`config.mk`:
```
export PLATFORM = sky130hd
export DESIGN_NAME = rsxu_queue
export DESIGN_NICKNAME = d
export VERILOG_FILES = /design/src/hdl/rsxu_pkg.sv /design/src/hdl/rsxu_queue.sv
export SDC_FILE = /design/constraint.sdc
export NUM_CORES = 1
export LEC_CHECK = 0
export BUFFER_PORTS_ARGS = -buffer_cell sky130_fd_sc_hd__buf_2
export CORE_ASPECT_RATIO = 0.5
export CORE_UTILIZATION = 56
export DETAILED_ROUTE_END_ITERATION = 8
export GPL_TIMING_DRIVEN = 0
export PLACE_DENSITY = 0.95
export SYNTH_ARGS = -nofsm -noshare
export SYNTH_HDL_FRONTEND = slang
export SYNTH_SLANG_ARGS = --single-unit
```
`constraint.sdc`:
```
create_clock -name clk -period 7.3 [get_ports clk]
set_input_delay 1.095 -clock clk [delete_from_list [all_inputs] [get_ports clk]]
set_output_delay 1.095 -clock clk [all_outputs]
set_load 0.02 [all_outputs]
```
`src/hdl/rsxu_pkg.sv`:
```
`timescale 1ns / 1ps
`default_nettype none

package rsxu_pkg;

	localparam int XLEN        = 32;
	localparam int REG_W       = 5;
	localparam int FUNC_W      = 5;
	localparam int MADDR_W     = 12;
	localparam int NUM_REGS    = 32;
	localparam int QUEUE_DEPTH = 2;

	localparam logic [FUNC_W-1:0] FUNC_ADD  = 5'd0;
	localparam logic [FUNC_W-1:0] FUNC_SUB  = 5'd1;
	localparam logic [FUNC_W-1:0] FUNC_AND  = 5'd2;
	localparam logic [FUNC_W-1:0] FUNC_OR   = 5'd3;
	localparam logic [FUNC_W-1:0] FUNC_XOR  = 5'd4;
	localparam logic [FUNC_W-1:0] FUNC_NOR  = 5'd5;
	localparam logic [FUNC_W-1:0] FUNC_SLT  = 5'd6;
	localparam logic [FUNC_W-1:0] FUNC_SLL  = 5'd7;
	localparam logic [FUNC_W-1:0] FUNC_SRA  = 5'd8;
	localparam logic [FUNC_W-1:0] FUNC_ADDI = 5'd9;
	localparam logic [FUNC_W-1:0] FUNC_ANDI = 5'd10;
	localparam logic [FUNC_W-1:0] FUNC_ORI  = 5'd11;
	localparam logic [FUNC_W-1:0] FUNC_XORI = 5'd12;
	localparam logic [FUNC_W-1:0] FUNC_SLTI = 5'd13;
	localparam logic [FUNC_W-1:0] FUNC_LW   = 5'd14;
	localparam logic [FUNC_W-1:0] FUNC_LB   = 5'd15;
	localparam logic [FUNC_W-1:0] FUNC_SW   = 5'd16;
	localparam logic [FUNC_W-1:0] FUNC_SB   = 5'd17;
	localparam logic [FUNC_W-1:0] FUNC_LUI  = 5'd18;

	typedef enum logic [2:0] {
		CLS_NONE,
		CLS_REG,
		CLS_IMM,
		CLS_LOAD,
		CLS_STORE,
		CLS_LUI
	} cls_t;

	typedef enum logic [3:0] {
		ALU_ADD,
		ALU_SUB,
		ALU_AND,
		ALU_OR,
		ALU_XOR,
		ALU_NOR,
		ALU_SLT,
		ALU_SLL,
		ALU_SRA
	} alu_op_t;

	typedef struct packed {
		cls_t             cls;
		alu_op_t          alu;
		logic             byte_op;
		logic [REG_W-1:0] rd;
		logic [REG_W-1:0] rs_a;
		logic [REG_W-1:0] rs_b;
		logic [XLEN-1:0]  imm;
	} uop_t;

	typedef enum logic [2:0] {
		ST_CLEAR,
		ST_FETCH,
		ST_EXEC,
		ST_MOD,
		ST_LOAD,
		ST_STORE,
		ST_WB
	} state_t;

endpackage

`default_nettype wire

```
`src/hdl/rsxu_queue.sv`:
```
`timescale 1ns / 1ps
`default_nettype none

module rsxu_queue import rsxu_pkg::*; (
	input  logic clk,
	input  logic arst_n,
	input  logic push,
	input  uop_t push_uop,
	output logic full,
	input  logic pop,
	output logic q_valid,
	output uop_t head
);

	localparam int PW = (QUEUE_DEPTH > 1) ? $clog2(QUEUE_DEPTH) : 1;
	localparam int CW = $clog2(QUEUE_DEPTH + 1);
	localparam logic [PW-1:0] PTR_LAST = PW'(QUEUE_DEPTH - 1);

	uop_t          entries_q [QUEUE_DEPTH];
	logic [PW-1:0] wr_ptr_q;
	logic [PW-1:0] rd_ptr_q;
	logic [CW-1:0] count_q;

	assign full    = count_q == CW'(QUEUE_DEPTH);
	assign q_valid = count_q != '0;
	assign head    = entries_q[rd_ptr_q];

	always_ff @(posedge clk) begin
		if (push) begin
			entries_q[wr_ptr_q] <= push_uop;
		end
	end

	always_ff @(posedge clk or negedge arst_n) begin
		if (!arst_n) begin
			wr_ptr_q <= '0;
			rd_ptr_q <= '0;
			count_q  <= '0;
		end else begin
			if (push) begin
				wr_ptr_q <= (wr_ptr_q == PTR_LAST) ? '0 : wr_ptr_q + 1'b1;
			end
			if (pop) begin
				rd_ptr_q <= (rd_ptr_q == PTR_LAST) ? '0 : rd_ptr_q + 1'b1;
			end
			if (push && !pop) begin
				count_q <= count_q + 1'b1;
			end else if (pop && !push) begin
				count_q <= count_q - 1'b1;
			end
		end
	end

endmodule

`default_nettype wire

```
==> results.toml <==
[timing]
clock_skew_ns = 0.00476
final.setup.tns_ns = 0
period_share_pct = 37.2
rsz0062_at_grt = "no"
setup_violations = 0
period_needed_ns = 2.71
hold_viol = 0
worst_slew_pin_slew_ns = 0.825
clock.fmax_mhz = 369
final_max_slew_viol_count = 0
slew_headroom_pct = 44.9

[clock_tree]
cts_hold_buf = 0
clock_path_buffers = 2
cts_setup_buffers = 0
cts_tree = "built"
cts_root_buffer = "clkbuf_16"
clk_pin_slew_worst_paths_ns = 0.05
htreeDepth = 4
cts_buffers = 17
clk_latency_ns = 0.40
cts-resized-gates = 0
cts.sinks = 114

[logic_synthesis]
ys.flop_type = "edfxtp_1"
syn_area_sq_um = 4320
syn-mean-instance-area_sq_um = 23.1
synth_cells = 187
synth-seq-cells = 114
synth-seq-area-share_pct = 78.7
yosys.area.top_type = "edfxtp_1"
synth_top_area_share_pct = 76.4
async_flop_share_pct = 3.51
synth.most_common_cell = "edfxtp_1"
syn-num-nets = 247
synth_cell_types = 14
synthTopCellsByCount = "edfxtp_1 (110), mux2_4 (40), mux2_2 (15)"
yosysWarnings = 0
synth-edff-count = 110
synth.area.top_cells = "edfxtp_1 (76%), mux2_4 (14%), mux2_2 (3.9%)"

[critical_path]
critPathRequiredTime_ns = 6.20
critPathSlowestCell = "dfrtp_1"
start_kind = "flop"
worstPathArrival_ns = 1.62
worstPathMaxFanout = 10
cp.depth = 4
crit_buf_inv = 3
reg2reg_slack_ns = 5.58
crit_path_end_kind = "output port"
r2r_cells = 2
path_cells = "buf_6, buf_6, mux2_4, buf_2"
slowest_delay_ns = 0.37
path_class = "flop to output port"
crit_top_cell = "buf_6"
cp_top_family = "buffers and inverters"

[routing]
drtPass1Iterations = 4
vias_per_cell = 5.06
num_vias = 2181
wl_um = 7480
drc_errors = 0
drtIter0Drc = 111
ant_nets = 0
wl_per_cell_um = 17.3

[global_routing]
grt_max_degree = 31
grtUsageTotal_pct = 20.2
antenna_found_initial = 0
grt-ovfl-total = 0
grt_pass1_vias = 2446
grt_pass1_wl_um = 11600

[die]
start_util_pct = 58.4
die_w_um = 126
die_h_um = 64.1
fp.dieArea_sq_um = 8100
ios = 116
core_sq_um = 7400
fp-row-count = 22

[hold_path]
hold_class = "input pin to asynchronous set/reset pin"

[final_layout]
fin_util_pct = 75.0
final_area_sq_um = 5550
drive_gt1_share_pct = 60.3
fillerInstances = 446
fin_cells = 431
regArea_sq_um = 3400
multi_input_area_sq_um = 863
areaGrowthSynthToFinish_pct = 28.4
nets = 383
antenna_cells = 0

[power]
leakage_nw = 2.26
power_density_nw_per_um2 = 424
total_power_mw = 2.35
irDropWorstVdd_mv = 0.224

[place]
placed_area_sq_um = 5070
place_inst = 400
io_buffers = 115
gp_congestion = 0.741
dp_hpwl_um = 5110

[flow_run]
maxCapViolCount = 0

[outcome]
status = "finished clean"
cell usage in the layout, fill, tap and decap left out, types with 2 or more instances in the layout:
master / instances
buf_2: 116
edfxtp_1: 110
mux2_4: 40
clkbuf_16: 17
mux2_2: 15
clkinv_1: 8
buf_6: 5
xor2_1: 4
clkinv_2: 4
dfrtp_1: 4
clkbuf_1: 2
buf_12: 2
path summary, 6_finish.rpt:
check                           startpoint               to
worst min-delay path                arst_n       count_q[1]
worst max-delay path              rd_ptr_q         head[52]
worst max register to register    wr_ptr_q  entries_q[0][4]
min in group clk                count_q[1]       count_q[1]
max in group asynchronous           arst_n         wr_ptr_q
worst min register to register  count_q[1]       count_q[1]
flip-flops by register name, summed over array words and instances, names as in the netlist:
signal	cells
entries_q	110
count_q	2
rd_ptr_q	1
wr_ptr_q	1
layer usage:
layer | part of all wire, % | GRT usage, % | vias up | routed length, um
met3 | 4.3 | 6.78 | 9 | 324
met4 | 1.0 | 10.7 | 0 | 75
met2 | 56 | 36.7 | 62 | 4200
li1 | - | - | 1017 | -
met1 | 39 | 21.2 | 1093 | 2880
met5 | 0 | 0 | - | 0
metrics by stage:
stage	worst slack [ns]	hold WS, ns
after floorplan	3.30	0.447
after global placement	2.10	0.465
after detailed placement	4.72	0.476
after CTS	4.57	0.479
after global routing	4.53	0.477
final	4.59	0.487
kinds of logic after synthesis:
kind of cell	count (synthesis)	share of synthesized area, %
XOR/XNOR	5	1.01
adder cells (fa/ha/maj)	1	0.289
buffers and inverters	7	1.50
flip-flops	114	78.7
multiplexers	55	17.8
AND/OR/NAND/NOR	5	0.666
layout make-up:
| class | count | share of cell area [%] |
|---|---|---|
| timing repair buffer | 117 | 11.1 |
| multi-input combinational | 66 | 15.6 |
| inverter | 1 | 0.0676 |
| sequential | 114 | 61.3 |
| clock buffer | 19 | 7.80 |
| clock inverter | 12 | 0.902 |
| buffer | 6 | 1.10 |
| tap | 96 | 2.16 |
where the power goes:
part,switching (mW),internal [mW]
clock network,0.255,0.416
registers,0.0407,0.872
logic,0.422,0.347
No activity file was read; power rests on OpenSTA's default activity.
