**src/hdl/rsxu_pkg.sv**
```systemverilog
`timescale 1ns / 1ps
`default_nettype none

package rsxu_pkg;

	localparam int XLEN        = 32;
	localparam int REG_W       = 5;
	localparam int FUNC_W      = 5;
	localparam int MADDR_W     = 12;
	localparam int NUM_REGS    = 32;
	localparam int QUEUE_DEPTH = 2;

	localparam logic [FUNC_W-1:0] FUNC_ADD  = 5'd0;
	localparam logic [FUNC_W-1:0] FUNC_SUB  = 5'd1;
	localparam logic [FUNC_W-1:0] FUNC_AND  = 5'd2;
	localparam logic [FUNC_W-1:0] FUNC_OR   = 5'd3;
	localparam logic [FUNC_W-1:0] FUNC_XOR  = 5'd4;
	localparam logic [FUNC_W-1:0] FUNC_NOR  = 5'd5;
	localparam logic [FUNC_W-1:0] FUNC_SLT  = 5'd6;
	localparam logic [FUNC_W-1:0] FUNC_SLL  = 5'd7;
	localparam logic [FUNC_W-1:0] FUNC_SRA  = 5'd8;
	localparam logic [FUNC_W-1:0] FUNC_ADDI = 5'd9;
	localparam logic [FUNC_W-1:0] FUNC_ANDI = 5'd10;
	localparam logic [FUNC_W-1:0] FUNC_ORI  = 5'd11;
	localparam logic [FUNC_W-1:0] FUNC_XORI = 5'd12;
	localparam logic [FUNC_W-1:0] FUNC_SLTI = 5'd13;
	localparam logic [FUNC_W-1:0] FUNC_LW   = 5'd14;
	localparam logic [FUNC_W-1:0] FUNC_LB   = 5'd15;
	localparam logic [FUNC_W-1:0] FUNC_SW   = 5'd16;
	localparam logic [FUNC_W-1:0] FUNC_SB   = 5'd17;
	localparam logic [FUNC_W-1:0] FUNC_LUI  = 5'd18;

	typedef enum logic [2:0] {
		CLS_NONE,
		CLS_REG,
		CLS_IMM,
		CLS_LOAD,
		CLS_STORE,
		CLS_LUI
	} cls_t;

	typedef enum logic [3:0] {
		ALU_ADD,
		ALU_SUB,
		ALU_AND,
		ALU_OR,
		ALU_XOR,
		ALU_NOR,
		ALU_SLT,
		ALU_SLL,
		ALU_SRA
	} alu_op_t;

	typedef struct packed {
		cls_t             cls;
		alu_op_t          alu;
		logic             byte_op;
		logic [REG_W-1:0] rd;
		logic [REG_W-1:0] rs_a;
		logic [REG_W-1:0] rs_b;
		logic [XLEN-1:0]  imm;
	} uop_t;

	typedef enum logic [2:0] {
		ST_CLEAR,
		ST_FETCH,
		ST_EXEC,
		ST_MOD,
		ST_LOAD,
		ST_STORE,
		ST_WB
	} state_t;

endpackage

`default_nettype wire

```
**src/hdl/rsxu_ifs.sv**
```systemverilog
`timescale 1ns / 1ps
`default_nettype none

interface rsxu_instr_if import rsxu_pkg::*; ();
	logic                     valid;
	logic                     ready;
	logic [FUNC_W-1:0]        func;
	logic [REG_W-1:0]         dest_reg;
	logic [REG_W-1:0]         src_reg_a;
	logic [REG_W-1:0]         src_reg_b;
	logic signed [XLEN-1:0]   immediate;

	modport source (output valid, func, dest_reg, src_reg_a, src_reg_b, immediate,
		input ready);
	modport sink (input valid, func, dest_reg, src_reg_a, src_reg_b, immediate,
		output ready);
endinterface


`default_nettype wire

```
**src/hdl/rsxu_front.sv**
```systemverilog
`timescale 1ns / 1ps
`default_nettype none

module rsxu_front import rsxu_pkg::*; (
	rsxu_instr_if.sink instr,
	input  logic       clearing,
	input  logic       full,
	output logic       push,
	output uop_t       push_uop
);

	assign instr.ready = !full && !clearing;
	assign push = instr.valid && instr.ready;

	always_comb begin
		push_uop.cls     = CLS_NONE;
		push_uop.alu     = ALU_ADD;
		push_uop.byte_op = 1'b0;
		push_uop.rd      = instr.dest_reg;
		push_uop.rs_a    = instr.src_reg_a;
		push_uop.rs_b    = instr.src_reg_b;
		push_uop.imm     = instr.immediate;
		unique case (instr.func)
			FUNC_ADD: begin push_uop.cls = CLS_REG; push_uop.alu = ALU_ADD; end
			FUNC_SUB: begin push_uop.cls = CLS_REG; push_uop.alu = ALU_SUB; end
			FUNC_AND: begin push_uop.cls = CLS_REG; push_uop.alu = ALU_AND; end
			FUNC_OR: begin push_uop.cls = CLS_REG; push_uop.alu = ALU_OR; end
			FUNC_XOR: begin push_uop.cls = CLS_REG; push_uop.alu = ALU_XOR; end
			FUNC_NOR: begin push_uop.cls = CLS_REG; push_uop.alu = ALU_NOR; end
			FUNC_SLT: begin push_uop.cls = CLS_REG; push_uop.alu = ALU_SLT; end
			FUNC_SLL: begin push_uop.cls = CLS_REG; push_uop.alu = ALU_SLL; end
			FUNC_SRA: begin push_uop.cls = CLS_REG; push_uop.alu = ALU_SRA; end
			FUNC_ADDI: begin push_uop.cls = CLS_IMM; push_uop.alu = ALU_ADD; end
			FUNC_ANDI: begin push_uop.cls = CLS_IMM; push_uop.alu = ALU_AND; end
			FUNC_ORI: begin push_uop.cls = CLS_IMM; push_uop.alu = ALU_OR; end
			FUNC_XORI: begin push_uop.cls = CLS_IMM; push_uop.alu = ALU_XOR; end
			FUNC_SLTI: begin push_uop.cls = CLS_IMM; push_uop.alu = ALU_SLT; end
			FUNC_LW: begin push_uop.cls = CLS_LOAD; end
			FUNC_LB: begin push_uop.cls = CLS_LOAD; push_uop.byte_op = 1'b1; end
			FUNC_SW: begin
				push_uop.cls  = CLS_STORE;
				push_uop.rs_b = instr.dest_reg;
			end
			FUNC_SB: begin
				push_uop.cls     = CLS_STORE;
				push_uop.byte_op = 1'b1;
				push_uop.rs_b    = instr.dest_reg;
			end
			FUNC_LUI: begin push_uop.cls = CLS_LUI; end
			default: begin push_uop.cls = CLS_NONE; end
		endcase
	end

endmodule

`default_nettype wire

```
**src/flat_wrapper.sv**
```systemverilog
// flat-port wrapper written by rule: the top's interface ports become plain ports
module rsxu_front_flat import rsxu_pkg::*;
  (clearing, full, push, push_uop, instr_valid, instr_func, instr_dest_reg, instr_src_reg_a, instr_src_reg_b, instr_immediate, instr_ready);
  rsxu_instr_if instr_i ();
  input  logic clearing;
  input  logic full;
  output logic push;
  output uop_t push_uop;
  input wire logic [$bits(instr_i.valid)-1:0] instr_valid;
  input wire logic [$bits(instr_i.func)-1:0] instr_func;
  input wire logic [$bits(instr_i.dest_reg)-1:0] instr_dest_reg;
  input wire logic [$bits(instr_i.src_reg_a)-1:0] instr_src_reg_a;
  input wire logic [$bits(instr_i.src_reg_b)-1:0] instr_src_reg_b;
  input wire logic [$bits(instr_i.immediate)-1:0] instr_immediate;
  output wire logic [$bits(instr_i.ready)-1:0] instr_ready;
  assign instr_i.valid = instr_valid;
  assign instr_i.func = instr_func;
  assign instr_i.dest_reg = instr_dest_reg;
  assign instr_i.src_reg_a = instr_src_reg_a;
  assign instr_i.src_reg_b = instr_src_reg_b;
  assign instr_i.immediate = instr_immediate;
  assign instr_ready = instr_i.ready;
  rsxu_front u_core (.instr(instr_i), .clearing(clearing), .full(full), .push(push), .push_uop(push_uop));
endmodule
```
**config.mk**
```make
export PLATFORM = sky130hd
export DESIGN_NAME = rsxu_front_flat
export DESIGN_NICKNAME = d
export VERILOG_FILES = /design/src/hdl/rsxu_pkg.sv /design/src/hdl/rsxu_ifs.sv /design/src/hdl/rsxu_front.sv /design/src/flat_wrapper.sv
export SDC_FILE = /design/constraint.sdc
export NUM_CORES = 1
export LEC_CHECK = 0
export ABC_CLOCK_PERIOD_IN_PS = 1200
export CORE_AREA = 4 4 41 43
export DETAILED_ROUTE_END_ITERATION = 7
export DIE_AREA = 0 0 45 47
export DONT_BUFFER_PORTS = 1
export PLACE_DENSITY = 0.59
export SLEW_MARGIN = 10
export SYNTH_ARGS = -nofsm -noshare
export SYNTH_HDL_FRONTEND = slang
export SYNTH_SLANG_ARGS = --single-unit
export TNS_END_PERCENT = 5
```
**constraint.sdc**
```tcl
create_clock -name vclk -period 1.2
set_input_delay 0.12 -clock vclk [all_inputs]
set_output_delay 0.12 -clock vclk [all_outputs]
set_load 0.1 [all_outputs]
```
==> metrics.md, run 1 <==
| Metric | Value |
|---|---|
| Status | completed |
| Final worst path period need | 1200 ps |
| CP Buf/Inv Count | 2 |
| Row count | 13 |
| VDD IR max | 0.463 mV |
| Routed wire per std cell | 19.3 um |
| DIE WIDTH | 45 um |
| Share of the synthesized area in the top cell type | 57.1% |
| Crit Path Max Fanout | 11 |
| Pwr dens | 647 nW/um^2 |
| Vias per inst | 5.93 |
| Routed Antenna Nets | 0 |
| Top Ports | 112 |
| Slowest stage delay, CP | 360 ps |
| Crit path DAT | 1080 ps |
| Leak | 0.234 nW |
| Critical Path RT | 1080 ps |
| Fin nets | 102 |
| # fillers | 127 |
| Global router's overall resource usage | 10.1% |
| Final Routed Wirelength | 1160 um |
| First-pass GRT wire length | 1650 um |
| Worst path cell trace | nor4b_4 -> buf_4 -> mux2_2 -> buf_12 |
| Number of sequential cells | 0 |
| Initial antenna violation count | 0 |
| Worst hold path type | in -> out |
| Storage element area | 0 sq um |
| Fmax | 836 MHz |
| Commonest non-fill, non-tap cell in the layout | buf_12 |
| Synth Area per Inst | 7.66 sq um |
| Die area | 2120 sq um |
| Cells after synthesis | 72 |
| Register area share after synthesis | 0% |
| Slew headroom | 76.5% |
| Core box area | 1300 sq um |
| Grt total ovfl | 0 |
| Number of port buffers | 0 |
| Final Slew Violations | 0 |
| Final hold vios | 0 |
| Logic pwr share | 100.0% |
| Largest delay share family, worst path | multiplexers |
| Pwr Total | 0.000383 W |
| MaxCap Viol Count | 0 |
| Clock share of power | 0% |
| Final GP Congestion | 0.625 |
| Worst-Margin Slew | 352 ps |
| Vias | 356 |
| Clkbuf count | 0 |
| Int Pwr | 0.000139 W |
| Most used cells in the layout excluding fill and tap cells | buf_12, buf_4, mux2_2 |
| Initial core utilization | 42.4% |
| Post-DP HPWL | 996 um |
| Largest net degree at the start of global routing | 12 |
| Sw power | 0.000244 W |
| Synth warn | 0 |
| Die height | 47 um |
| ANT cells | 0 |
| Drt initial violations | 0 |
| Area leader, netlist | buf_4 |
| Critical path type | in -> out |
| Final setup fails | 0 |
| Yosys cell types | 23 |
| CP max stage cell | mux2_2 |
| Nature of the critical path endpoint | output pin |
| Startpoint types | input pin |
| Syn nets | 127 |
| Switching Share | 63.8% |
| Final period util | 99.7% |
| Sequential cell fraction of total power | 0% |
| Top cells by area, synth | buf_4, mux2_2, nor4b_4 |
| Area grow syn2layout | 7.26% |
| Post-Syn Area | 552 sq um |
| Hold slack | 240 ps |
| Share of layout cells above drive strength 1 | 66.7% |
| # DRC | 0 |
| Vias in the first global route | 363 |
| RSZ-0062 raised after global routing | true |
| Pre-antenna DRT Iters | 1 |
-- cell families after synthesis --
| kind of cell | share of synthesized area [%] |
|---|---|
| multiplexers | 10.2 |
| buffers and inverters | 60.1 |
| AO/OA/AOI/OAI | 9.53 |
| AND/OR/NAND/NOR | 20.2 |
-- cells in the mapped netlist, drive strengths merged --
cell,count
and4b,1
o31a,1
nor3b,1
nand2,1
nand4b,1
mux2,5
and3,2
inv,1
nor3,1
and2,1
nor4b,1
or4b,1
buf,43
nand3b,1
a21bo,1
a21oi,2
nand2b,2
clkbuf,2
o21a,1
a2111oi,1
nor2,1
o211ai,1
-- area by class of cell --
cell class | count | area, sq um | area share [%]
Multi-Input combinational cell | 26 | 264 | 44.6
Inverter | 1 | 3.75 | 0.634
Tap cell | 15 | 18.8 | 3.17
Timing Repair Buffer | 18 | 305 | 51.6
-- stage by stage --
stage	utilization, %	setup slack [ps]	area (sq um)	TNS, ps	std cells
6_report	45.5	3.99	592	0	60
5_1_grt	45.5	-22.4	592	-72.4	60
4_1_cts	44.6	-0.896	581	-0.896	59
3_5_place_dp	44.6	3.03	581	0	59
3_3_place_gp	44.6	14.0	581	0	59
2_1_floorplan	-	-900	602	-4510	72
-- metal layers --
metal	global-route usage, %	vias to the layer above	wire (um)
met4	4.09	0	42
met5	0	-	0
li1	-	147	-
met1	9.66	151	289
met2	17.5	48	546
met3	6.13	10	281
-- what timing repair did --
item	4_1_cts	5_1_grt
pin swaps	1	0
hold buffers	0	0
endpoints found under the setup margin	2	5
buffers inserted	0	1
cloned	0	0
gates resized for setup	0	1
-- power groups by stage --
stage          Combinational (W)  Sequential (W)  Clock [W]
2_1_floorplan           0.000930               0          0
3_3_place_gp            0.000380               0          0
3_5_place_dp            0.000382               0          0
4_1_cts                 0.000383               0          0
5_1_grt                 0.000393               0          0
6_report                0.000383               0          0
-- worst paths after layout --
check | startpoint | end | cells after the start
min | instr_immediate[14] | push_uop[14] | 0
max | instr_func[1] | push_uop[36] | 4
Power figures use the tool's default switching activity.
==> run 2: changes to the inputs <==
--- a/config.mk
+++ b/config.mk
@@ -5,7 +5,7 @@
 export SDC_FILE = /design/constraint.sdc
 export NUM_CORES = 1
 export LEC_CHECK = 0
-export ABC_CLOCK_PERIOD_IN_PS = 1200
+export ABC_CLOCK_PERIOD_IN_PS = 1400
 export CORE_AREA = 4 4 41 43
 export DETAILED_ROUTE_END_ITERATION = 7
 export DIE_AREA = 0 0 45 47
==> constraint.sdc (replaced) <==
create_clock -name vclk -period 1.4
set_input_delay 0.14 -clock vclk [all_inputs]
set_output_delay 0.14 -clock vclk [all_outputs]
set_load 0.1 [all_outputs]
==> metrics.md, run 2 (same netlist as run 1, synthesis figures left out) <==
| Metric | Value |
|---|---|
| Worst hold path type | in -> out |
| Worst Hold Path EP | push_uop[14] |
| Final hold vios | 0 (unchanged) |
| Storage element area | 0 sq um (unchanged) |
| Initial core utilization | 42.4% (unchanged) |
| Final setup fails | 0 (unchanged) |
| Worst path cell trace | nor4b_4 -> mux2_2 |
| Vias per inst | 6.00 (+1.1%) |
| Routed wire per std cell | 20.3 um (+5.1%) |
| Drt initial violations | 6 (+6) |
| Worst-Margin Slew | 517 ps (+165 ps) |
| Post-DP HPWL | 901 um (-9.5%) |
| Pre-antenna DRT Iters | 2 (+1) |
| Post-CTS Hold Buffers | 0 (unchanged) |
| Leak | 0.160 nW (-32%) |
| Startpoint types | input pin |
| # DRC | 0 (unchanged) |
| Final Routed Wirelength | 1080 um (-7.2%) |
| Multi-input logic area | 260 sq um (-1.4%) |
| Area grow syn2layout | -23.4% |
| Postcts setup bufs | 0 (unchanged) |
| Nature of the critical path endpoint | output pin |
| DP Cell Count | 53 (-10%) |
| VDD IR max | 0.269 mV (-42%) |
| Fmax | 762 MHz |
| Row count | 13 (unchanged) |
| Grt total ovfl | 0 (unchanged) |
| First-pass GRT wire length | 1550 um (-5.9%) |
| Pwr dens | 626 nW/um^2 (-3.3%) |
| Final Slew Violations | 0 (unchanged) |
| Dpl cell area | 423 sq um (-27%) |
| ANT cells | 0 (unchanged) |
| Initial antenna violation count | 0 (unchanged) |
| Post-route cell area | 423 sq um (-29%) |
| Number of port buffers | 0 (unchanged) |
| Top Ports | 112 (unchanged) |
| Crit Path Max Fanout | 11 (unchanged) |
| Setup TNS | 0 ps (unchanged) |
| Final GP Congestion | 0.605 (-3.1%) |
| Hold path depth | 0 (unchanged) |
| Slowest stage delay, CP | 610 ps (+250 ps) |
| Fin nets | 95 (-6.9%) |
| Most used cells in the layout excluding fill and tap cells | buf_4, mux2_2, buf_12 |
| Post_cts resized | 0 (unchanged) |
| Vias in the first global route | 315 (-13%) |
| Die area | 2120 sq um (unchanged) |
| CP Buf/Inv Count | 0 (-2) |
| Vias | 318 (-11%) |
| Global router's overall resource usage | 9.28% (-0.79 points) |
| CP max stage cell | mux2_2 |
| # fillers | 141 (+11%) |
| Min-Delay Startpoint | instr_immediate[14] |
| Crit path DAT | 1170 ps (+90 ps) |
| Share of layout cells above drive strength 1 | 60.5% (-6.1 points) |
| DIE WIDTH | 45 um (unchanged) |
| Number of sequential cells | 0 (unchanged) |
| Post-Layout Cell Count | 53 (-12%) |
| Core box area | 1300 sq um (unchanged) |
| Status | completed |
| Critical Path RT | 1260 ps (+180 ps) |
| Routed Antenna Nets | 0 (unchanged) |
| Clkbuf count | 0 (unchanged) |
| Commonest non-fill, non-tap cell in the layout | buf_4 |
| Slew headroom | 65.7% (-11 points) |
| Largest net degree at the start of global routing | 12 (unchanged) |
| Critical path type | in -> out |
| Die height | 47 um (unchanged) |
| RSZ-0062 raised after global routing | false |
| MaxCap Viol Count | 0 (unchanged) |
| Largest delay share family, worst path | multiplexers |
| Final worst path period need | 1310 ps |
| Post-layout util | 32.5% (-13 points) |
| Final period util | 93.7% |
## run 2: cell count changes in the layout (fill, tap and decap cells not counted)
cell    previous run  this run
buf_4              5         7
buf_12            12         3
mux2_4             1         0
mux2_2             4         5
## run 2: routing by layer
layer / global-route usage (%) / share of wire, %
met3: 5.75 / 23
met4: 4.09 / 3.9
met2: 13.8 / 45
met5: 0 / 0
met1: 10.6 / 28
## run 2: through the flow
step | total power, W | hold slack [ps] | worst slack, ps
after detailed placement | 0.000266 | 281 | 80.0
after floorplan | 0.000798 | 446 | -740
after CTS | 0.000266 | 281 | 83.8
after global routing | 0.000272 | 280 | 50.5
after global placement | 0.000265 | 281 | 96.6
final | 0.000265 | 280 | 87.9
## run 2: area by class of cell
type | count | share of cell area (%)
multi-input cells | 26 | 61.5
inverters | 1 | 0.888
well taps | 15 | 4.44
repair buffers | 11 | 33.1
## run 2: worst max-delay path by stage
stage	start	end	slack, ps	cells after the start
final	instr_func[1]	push_uop[34]	90	2
after global routing	instr_func[1]	push_uop[34]	50	2
after CTS	instr_func[1]	push_uop[33]	80	2
after detailed placement	instr_func[1]	push_uop[33]	80	2
after global placement	instr_func[1]	push_uop[34]	100	2
after floorplan	instr_func[1]	push_uop[52]	-740	3
## run 2: power breakdown
part / leakage, nW / internal [W] / total (W) / switching, W
combinational: 0.160 / 0.0000664 / 0.000265 / 0.000198
sequential: 0 / 0 / 0 / 0
clock: 0 / 0 / 0 / 0
